<file path="config.mk">
export PLATFORM = sky130hd
export DESIGN_NAME = m3i_queue
export DESIGN_NICKNAME = d
export VERILOG_FILES = /design/src/rtl/m3i_pkg.sv /design/src/rtl/m3i_queue.sv
export SDC_FILE = /design/constraint.sdc
export NUM_CORES = 1
export LEC_CHECK = 0
export BUFFER_PORTS_ARGS = -buffer_cell sky130_fd_sc_hd__buf_2
export CAP_MARGIN = 20
export CORE_AREA = 4 4 41 43
export DETAILED_ROUTE_END_ITERATION = 8
export DIE_AREA = 0 0 45 47
export SLEW_MARGIN = 20
export SYNTH_ARGS = -nofsm -noshare
export SYNTH_HDL_FRONTEND = slang
export SYNTH_SLANG_ARGS = --single-unit
</file>
<file path="constraint.sdc">
create_clock -name clock -period 2.4 [get_ports clock]
set_input_delay 0.48 -clock clock [delete_from_list [all_inputs] [get_ports clock]]
set_output_delay 0.48 -clock clock [all_outputs]
set_load 0.01 [all_outputs]
</file>
<file path="src/rtl/m3i_pkg.sv">
// m3i_pkg: shared widths, constants and reset values for the 3x3 inverse unit
// no dependencies; imported by every module of the block

package m3i_pkg;

   // matrix geometry and element format
   localparam int N_ELEM        = 9;
   localparam int N_DIAG_STEP   = 4;   // diagonal elements sit every fourth place
   localparam int ELEM_W        = 32;
   localparam int FRAC_BITS_DEF = 16;

   // exact intermediate widths: cofactors fit 64 bits signed, |det| < 2^96
   localparam int COF_W         = 64;
   localparam int DET_W         = 98;
   localparam int DMAG_W        = 97;
   localparam int PLO_W         = 2 * ELEM_W + 1;

   // quotient: 32 result bits plus one overflow probe stage
   localparam int Q_BITS        = 32;
   localparam int DIV_STAGES    = Q_BITS + 1;
   localparam int CMP_W         = DMAG_W + Q_BITS + 1;

   // front pipeline depth and queue depth
   localparam int FRONT_STAGES  = 5;
   localparam int QUEUE_DEPTH   = 2;

   // threshold register
   localparam int               THRESH_W     = 32;
   localparam logic [THRESH_W-1:0] THRESH_RESET = 32'd282;

   // saturation limits on the quotient magnitude
   localparam logic [Q_BITS-1:0] MAG_NEG_LIM = 32'h8000_0000;
   localparam logic [Q_BITS-1:0] MAG_POS_LIM = 32'h7FFF_FFFF;

endpackage

</file>
<file path="src/rtl/m3i_queue.sv">
// m3i_queue: small register queue between the front and the divider back end
// depends on m3i_pkg for the default depth

module m3i_queue
   import m3i_pkg::*;
#(
   parameter int WIDTH = 1,
   parameter int DEPTH = QUEUE_DEPTH
) (
   input  logic             clock,
   input  logic             reset,
   input  logic             push,
   input  logic [WIDTH-1:0] push_data,
   output logic             full,
   input  logic             pop,
   output logic             not_empty,
   output logic [WIDTH-1:0] pop_data
);

   localparam int PTR_W = (DEPTH > 1) ? $clog2(DEPTH) : 1;
   localparam int CNT_W = $clog2(DEPTH + 1);

   logic [WIDTH-1:0] ent_ff [DEPTH];
   logic [PTR_W-1:0] wr_ff, wr_in, rd_ff, rd_in;
   logic [CNT_W-1:0] cnt_ff, cnt_in;
   logic             do_push, do_pop;

   assign full      = (cnt_ff == CNT_W'(DEPTH));
   assign not_empty = (cnt_ff != '0);
   assign do_push   = push && !full;
   assign do_pop    = pop && not_empty;
   assign pop_data  = ent_ff[rd_ff];

   always_comb begin
      wr_in  = wr_ff;
      rd_in  = rd_ff;
      cnt_in = cnt_ff;
      if (do_push) begin
         wr_in = (wr_ff == PTR_W'(DEPTH - 1)) ? '0 : wr_ff + 1'b1;
      end
      if (do_pop) begin
         rd_in = (rd_ff == PTR_W'(DEPTH - 1)) ? '0 : rd_ff + 1'b1;
      end
      if (do_push && !do_pop) begin
         cnt_in = cnt_ff + 1'b1;
      end else if (do_pop && !do_push) begin
         cnt_in = cnt_ff - 1'b1;
      end
   end

   always_ff @(posedge clock) begin
      if (reset) begin
         wr_ff  <= '0;
         rd_ff  <= '0;
         cnt_ff <= '0;
      end else begin
         wr_ff  <= wr_in;
         rd_ff  <= rd_in;
         cnt_ff <= cnt_in;
      end
   end

   always_ff @(posedge clock) begin
      if (do_push) begin
         ent_ff[wr_ff] <= push_data;
      end
   end

endmodule

</file>
==> results of run 1 <==
==> path summary, 6_finish.rpt <==
check | from | endpoint | slack [ns] | cells after the start
setup / recovery | register | pop_data | 0.89 | 2
hold / removal | push_data | ent_ff[1] | 0.41 | 1
setup reg to reg | cnt_ff[0] | cnt_ff[1] | 0.90 | 4
hold reg to reg | wr_ff | wr_ff | 0.49 | 2
==> cell usage in the layout (no fill, tap or decap) <==
cell	n
nor2_1	4
and2_1	1
clkbuf_4	3
buf_2	7
a21oi_1	2
inv_1	2
edfxtp_1	2
mux2_2	1
xor2_1	3
or3_1	2
ha_1	1
o21ai_0	3
dfxtp_1	5
nor2b_2	1
or2_2	1
clkbuf_1	1
==> logic make-up after synthesis <==
family / after synthesis / share of synthesized area (%)
fa+ha+maj: 1 / 4.291
mux: 1 / 3.862
simple gates: 9 / 16.74
buf+inv: 2 / 2.576
compound gates: 5 / 8.582
flops: 7 / 54.94
xor+xnor: 3 / 9.015
==> cell type report <==
type	instances	area [um^2]	share of cell area (%)
inverter	2	7.507	2.020
sequential	7	160.2	43.10
tap	15	18.77	5.051
multi-input combinational	19	123.9	33.33
timing repair buffer	7	35.03	9.428
clock buffer	4	26.28	7.071
==> layer usage <==
layer | track usage [%] | wire [um]
met5 | 0 | 0
met4 | 12.28 | 40
met3 | 4.981 | 45
met2 | 7.627 | 222
met1 | 5.046 | 195
==> through the flow <==
| stage | utilization, % | std cells |
|---|---|---|
| 3_5_place_dp | 26.54 | 50 |
| 6_report | 28.56 | 54 |
| 4_1_cts | 28.56 | 54 |
| 5_1_grt | 28.56 | 54 |
| 2_1_floorplan | - | 28 |
| 3_3_place_gp | 26.54 | 50 |
==> power breakdown <==
part	switching (W)	internal (W)
combinational	0.0000780	0.0000795
sequential	0.0000237	0.000158
clock	0.0000481	0.0000637
total	0.000150	0.000301
==> worst max-delay path: cells and delay by family (launching register included) <==
kind	cells	cell delay, ns
buf+inv	1	0.14
flops	1	0.32
mux	1	0.32
==> run_summary.xml, run 1 <==
<?xml version="1.0" encoding="UTF-8"?>
<metrics>
  <group name="final_layout">
    <metric name="fillerInstances" unit="">155</metric>
    <metric name="design.final.nets" unit="">46</metric>
    <metric name="stdcell_area" unit="um^2">371.6</metric>
    <metric name="antenna_cells_inserted" unit="">0</metric>
    <metric name="synthToLayoutAreaGrowth" unit="%">27.47</metric>
    <metric name="drive_gt1_share" unit="%">33.33</metric>
  </group>
  <group name="synthesis">
    <metric name="synthesis.area" unit="um^2">291.5</metric>
    <metric name="yosys.area.top_type" unit="">dfxtp_1</metric>
    <metric name="synth_nets" unit="">34</metric>
    <metric name="netlist_instances" unit="">28</metric>
    <metric name="cell_with_the_most_instances_after_synthesis" unit="">dfxtp_1</metric>
    <metric name="synth-edff-count" unit="">2</metric>
    <metric name="syn_area_per_cell" unit="um^2">10.41</metric>
    <metric name="yosys-top-cells-count" unit="">dfxtp_1, nor2_1, o21ai_0, xor2_1</metric>
    <metric name="synth_top_cells_by_area" unit="">dfxtp_1, edfxtp_1, xor2_1</metric>
    <metric name="synth-seq-cells" unit="">7</metric>
    <metric name="synth.yosys.seq_area_share" unit="%">54.94</metric>
    <metric name="yosysWarnings" unit="">0</metric>
    <metric name="synth_top_cell_area_share" unit="%">34.33</metric>
    <metric name="synth_ff_type" unit="">dfxtp_1</metric>
    <metric name="post_synth_num_cell_types" unit="">13</metric>
    <metric name="synthArstFlopShare" unit="%">0</metric>
  </group>
  <group name="floorplan">
    <metric name="die-height" unit="um">47</metric>
    <metric name="die_width" unit="um">45</metric>
    <metric name="start_util" unit="%">22.40</metric>
    <metric name="io-pin-count" unit="">8</metric>
    <metric name="floorplan.die_area" unit="um^2">2115</metric>
    <metric name="total_number_of_placement_rows" unit="">13</metric>
    <metric name="fp.coreArea" unit="um^2">1301</metric>
  </group>
  <group name="route">
    <metric name="post_drt_via_cell_ratio" unit="">4.185</metric>
    <metric name="wire_per_inst" unit="um">9.352</metric>
    <metric name="drt-initial-drc-count" unit="">1</metric>
    <metric name="route.antenna.remaining_nets" unit="">0</metric>
    <metric name="route.final.wire_length" unit="um">505</metric>
    <metric name="drc_errors" unit="">0</metric>
    <metric name="drt_first_pass_iters" unit="">3</metric>
    <metric name="via_count" unit="">226</metric>
  </group>
  <group name="clock_tree">
    <metric name="postCtsResizedCells" unit="">0</metric>
    <metric name="cts-hold-fix-buffers" unit="">0</metric>
    <metric name="clock_tree.buffer_depth" unit="">2</metric>
    <metric name="total_clock_sinks" unit="">7</metric>
    <metric name="clock_insertion_delay_worst_skew" unit="ns">0.26</metric>
    <metric name="clockRootBuffer" unit="">clkbuf_4</metric>
    <metric name="clock_tree.htree_level_count" unit="">1</metric>
    <metric name="number_of_buffers_added_by_the_clock_tree_synthesis_step" unit="">3</metric>
    <metric name="cts.reportedPaths.clkPinSlew" unit="ns">0.06</metric>
    <metric name="setup_fix_bufs_post_cts" unit="">0</metric>
    <metric name="cts_tree" unit="">yes</metric>
  </group>
  <group name="placed_design">
    <metric name="gpl.final_weighted_congestion" unit="">0.6283</metric>
    <metric name="dp_slack" unit="ns">0.8139</metric>
    <metric name="dp.final_hpwl" unit="um">372.7</metric>
    <metric name="port-buffer-count" unit="">7</metric>
    <metric name="placed_cell_area" unit="um^2">345.3</metric>
  </group>
  <group name="timing">
    <metric name="timing.clock.skew" unit="ns">0.003298</metric>
    <metric name="period_share" unit="%">63.11</metric>
    <metric name="maxSlewViolCount" unit="">0</metric>
    <metric name="final.hold.worst_slack" unit="ns">0.4121</metric>
    <metric name="finish_stage_setup_viols" unit="">0</metric>
    <metric name="fin_tns_setup" unit="ns">0</metric>
    <metric name="final_hold_viol_count" unit="">0</metric>
    <metric name="max_slew.worst_pin.slew" unit="ns">0.2852</metric>
    <metric name="final.setup.worst_slack" unit="ns">0.8854</metric>
    <metric name="max_frequency" unit="MHz">660.2</metric>
    <metric name="slew_headroom" unit="%">80.79</metric>
    <metric name="min_period" unit="ns">1.515</metric>
    <metric name="grt_setup_unrepaired" unit="">false</metric>
  </group>
  <group name="job">
    <metric name="drv_cap" unit="">0</metric>
  </group>
  <group name="pwr">
    <metric name="total_leakage_power" unit="nW">0.1702</metric>
    <metric name="maximum_vdd_drop" unit="V">0.0002712</metric>
    <metric name="finalPower" unit="W">0.0004513</metric>
    <metric name="powerDensity" unit="nW/um^2">1214</metric>
  </group>
  <group name="global_routing">
    <metric name="number_of_global_route_vias_before_repair" unit="">174</metric>
    <metric name="groute.usage.overall" unit="%">6.577</metric>
    <metric name="grt_overflow" unit="">0</metric>
    <metric name="grt_pass1_wl" unit="um">765</metric>
    <metric name="grt_max_degree" unit="">6</metric>
    <metric name="antenna_found_initial" unit="">0</metric>
  </group>
  <group name="setup_path">
    <metric name="crit_path_cell_trace" unit="">mux2_2 &gt; buf_2</metric>
    <metric name="worst-path-max-fanout" unit="">1</metric>
    <metric name="slowest_stage_cell_cp" unit="">dfxtp_1</metric>
    <metric name="max_stage_delay" unit="ns">0.32</metric>
    <metric name="path_class" unit="">register to primary output</metric>
    <metric name="worst-endpoint-arrival" unit="ns">1.03</metric>
    <metric name="worst_setup_path_start_kind" unit="">register</metric>
    <metric name="critical_path.endpoint_type" unit="">primary output</metric>
    <metric name="cp.required" unit="ns">1.92</metric>
  </group>
  <group name="worst_hold_path">
    <metric name="type_of_the_tightest_min_delay_check" unit="">input port to register</metric>
  </group>
  <group name="run_status">
    <metric name="outcome" unit="">complete, no violations</metric>
  </group>
</metrics>
(Power assumes the default switching activity.)
==> inputs of run 2 (changes only) <==
- clock period: 2.4 -> 1.2 ns (I/O delays scaled with it)
==> run_summary.xml, run 2 (synthesis results as in run 1) <==
<?xml version="1.0" encoding="UTF-8"?>
<metrics>
  <group name="timing">
    <metric name="final.hold.worst_slack" unit="ns">0.1790</metric>
    <metric name="min_period" unit="ns">1.408</metric>
    <metric name="timing.clock.skew" unit="ns">0.0005083</metric>
    <metric name="final.setup.worst_slack" unit="ns">-0.2079</metric>
    <metric name="finish_stage_setup_viols" unit="">7</metric>
    <metric name="period_share" unit="%">117.3</metric>
    <metric name="grt_setup_unrepaired" unit="">true</metric>
    <metric name="maxSlewViolCount" unit="">0</metric>
    <metric name="max_slew.worst_pin.slew" unit="ns">0.1951</metric>
    <metric name="fin_tns_setup" unit="ns">-0.8738</metric>
    <metric name="final_hold_viol_count" unit="">0</metric>
    <metric name="max_frequency" unit="MHz">710.3</metric>
    <metric name="slew_headroom" unit="%">86.86</metric>
  </group>
  <group name="clock_tree">
    <metric name="clockRootBuffer" unit="">clkbuf_4</metric>
    <metric name="cts.reportedPaths.clkPinSlew" unit="ns">0.05</metric>
    <metric name="cts_tree" unit="">yes</metric>
    <metric name="number_of_buffers_added_by_the_clock_tree_synthesis_step" unit="">3</metric>
    <metric name="clock_tree.htree_level_count" unit="">1</metric>
    <metric name="clock_tree.buffer_depth" unit="">2</metric>
    <metric name="clock_insertion_delay_worst_skew" unit="ns">0.25</metric>
    <metric name="total_clock_sinks" unit="">7</metric>
  </group>
  <group name="global_routing">
    <metric name="number_of_global_route_vias_before_repair" unit="">275</metric>
    <metric name="grt_pass1_wl" unit="mm">1.110</metric>
    <metric name="groute.usage.overall" unit="%">8.419</metric>
    <metric name="grt_max_degree" unit="">6</metric>
    <metric name="antenna_found_initial" unit="">0</metric>
    <metric name="grt_overflow" unit="">0</metric>
  </group>
  <group name="route">
    <metric name="drt_first_pass_iters" unit="">3</metric>
    <metric name="drt-initial-drc-count" unit="">2</metric>
    <metric name="via_count" unit="">245</metric>
    <metric name="drc_errors" unit="">0</metric>
    <metric name="wire_per_inst" unit="um">9.823</metric>
    <metric name="route.final.wire_length" unit="um">609</metric>
    <metric name="route.antenna.remaining_nets" unit="">0</metric>
    <metric name="post_drt_via_cell_ratio" unit="">3.952</metric>
  </group>
  <group name="pwr">
    <metric name="maximum_vdd_drop" unit="V">0.0009778</metric>
    <metric name="powerDensity" unit="nW/um^2">2515</metric>
    <metric name="total_leakage_power" unit="nW">0.2236</metric>
  </group>
  <group name="worst_hold_path">
    <metric name="type_of_the_tightest_min_delay_check" unit="">input port to register</metric>
    <metric name="hold_path_startpoint" unit="">push_data</metric>
  </group>
  <group name="placed_design">
    <metric name="port-buffer-count" unit="">7</metric>
    <metric name="gpl.final_weighted_congestion" unit="">0.6109</metric>
    <metric name="dp.final_hpwl" unit="um">426</metric>
    <metric name="dp_slack" unit="ns">-0.1766</metric>
  </group>
  <group name="setup_path">
    <metric name="worst-endpoint-arrival" unit="ns">1.38</metric>
    <metric name="path_class" unit="">register to register</metric>
    <metric name="slowest_stage_cell_cp" unit="">or3_4</metric>
    <metric name="timing.critical_path.from" unit="">cnt_ff[1]</metric>
    <metric name="cp.required" unit="ns">1.17</metric>
    <metric name="critPathTopFamily" unit="">simple AND/OR/NAND/NOR gates</metric>
    <metric name="critical_path.endpoint_type" unit="">register</metric>
    <metric name="crit_path_cell_trace" unit="">nor2b_4 &gt; buf_4 &gt; buf_6 &gt; or3_4 &gt; inv_2</metric>
    <metric name="reg2reg_from" unit="">cnt_ff[1]</metric>
    <metric name="timing.critical_path.buf_inv" unit="">3</metric>
    <metric name="max_stage_delay" unit="ns">0.38</metric>
    <metric name="worst_setup_path_start_kind" unit="">register</metric>
    <metric name="worst-path-max-fanout" unit="">4</metric>
  </group>
  <group name="floorplan">
    <metric name="die-height" unit="um">47</metric>
    <metric name="io-pin-count" unit="">8</metric>
    <metric name="die_width" unit="um">45</metric>
    <metric name="total_number_of_placement_rows" unit="">13</metric>
    <metric name="start_util" unit="%">22.40</metric>
    <metric name="fp.coreArea" unit="um^2">1301</metric>
    <metric name="floorplan.die_area" unit="um^2">2115</metric>
  </group>
  <group name="run_status">
    <metric name="outcome" unit="">complete, but fails checks</metric>
    <metric name="failed_checks" unit="">setup timing</metric>
  </group>
  <group name="final_layout">
    <metric name="synthToLayoutAreaGrowth" unit="%">72.53</metric>
    <metric name="drive_gt1_share" unit="%">63.83</metric>
    <metric name="antenna_cells_inserted" unit="">0</metric>
    <metric name="layout_commonest_cell" unit="">buf_4</metric>
    <metric name="design.final.nets" unit="">54</metric>
    <metric name="leading_cell_types_in_the_layout_fill_and_taps_excluded" unit="">buf_4, buf_6, buf_2</metric>
  </group>
  <group name="job">
    <metric name="drv_cap" unit="">0</metric>
  </group>
</metrics>
[run 2: cell types whose count changed in the layout (fill, tap and decap cells not counted), sizes merged]
cell and delta:
buf +8
[run 2: final timing paths]
kind	end	slack (ns)	cells after the start
max	ent_ff[0]	-0.21	5
min	ent_ff[1]	0.18	1
max reg2reg	ent_ff[0]	-0.21	5
min reg2reg	wr_ff	0.50	2
[run 2: metal layers]
metal,up-vias,global-route usage (%),share of wire (%)
li1,132,-,-
met4,0,5.263,0
met1,106,7.159,40
met5,-,0,0
met2,7,12.71,50
met3,0,8.046,9.9
[run 2: per-stage QoR]
| step | cell area [um^2] | utilization (%) | power (W) | cells |
|---|---|---|---|---|
| 4_1_cts | 483.0 | 37.12 | 0.001223 | 61 |
| 3_3_place_gp | 397.9 | 30.58 | 0.0008205 | 56 |
| 6_report | 503.0 | 38.65 | 0.001265 | 62 |
| 5_1_grt | 503.0 | 38.65 | 0.001370 | 62 |
| 3_5_place_dp | 397.9 | 30.58 | 0.0008258 | 56 |
| 2_1_floorplan | 299.0 | - | 0.0006250 | 28 |
[run 2: cell type report]
class	count	area, um^2
Fill cell	143	798.3
Sequential cell	7	166.4
Multi-Input combinational cell	19	162.7
Timing Repair Buffer	15	121.4
Clock buffer	4	26.28
Tap cell	15	18.77
Inverter	2	7.507
[run 2: worst reg2reg max path, cell delays in order, from the launching register on]
cell     delay, ns
dfxtp_2       0.33
nor2b_4       0.13
buf_4         0.12
buf_6         0.11
or3_4         0.38
inv_2         0.06
[run 2: timing repair]
action	in CTS	in global routing
buffers inserted	2	1
hold buffers	0	0
pin swaps	2	1
resized for setup	12	4
endpoints found under the setup margin	7	7
[run 2: report_power, final]
part           internal (W)  switching, W  total (W)
Sequential         0.000331     0.0000621   0.000394
Clock              0.000127     0.0000851   0.000212
Combinational      0.000422      0.000238   0.000659
Total              0.000880      0.000385    0.00126
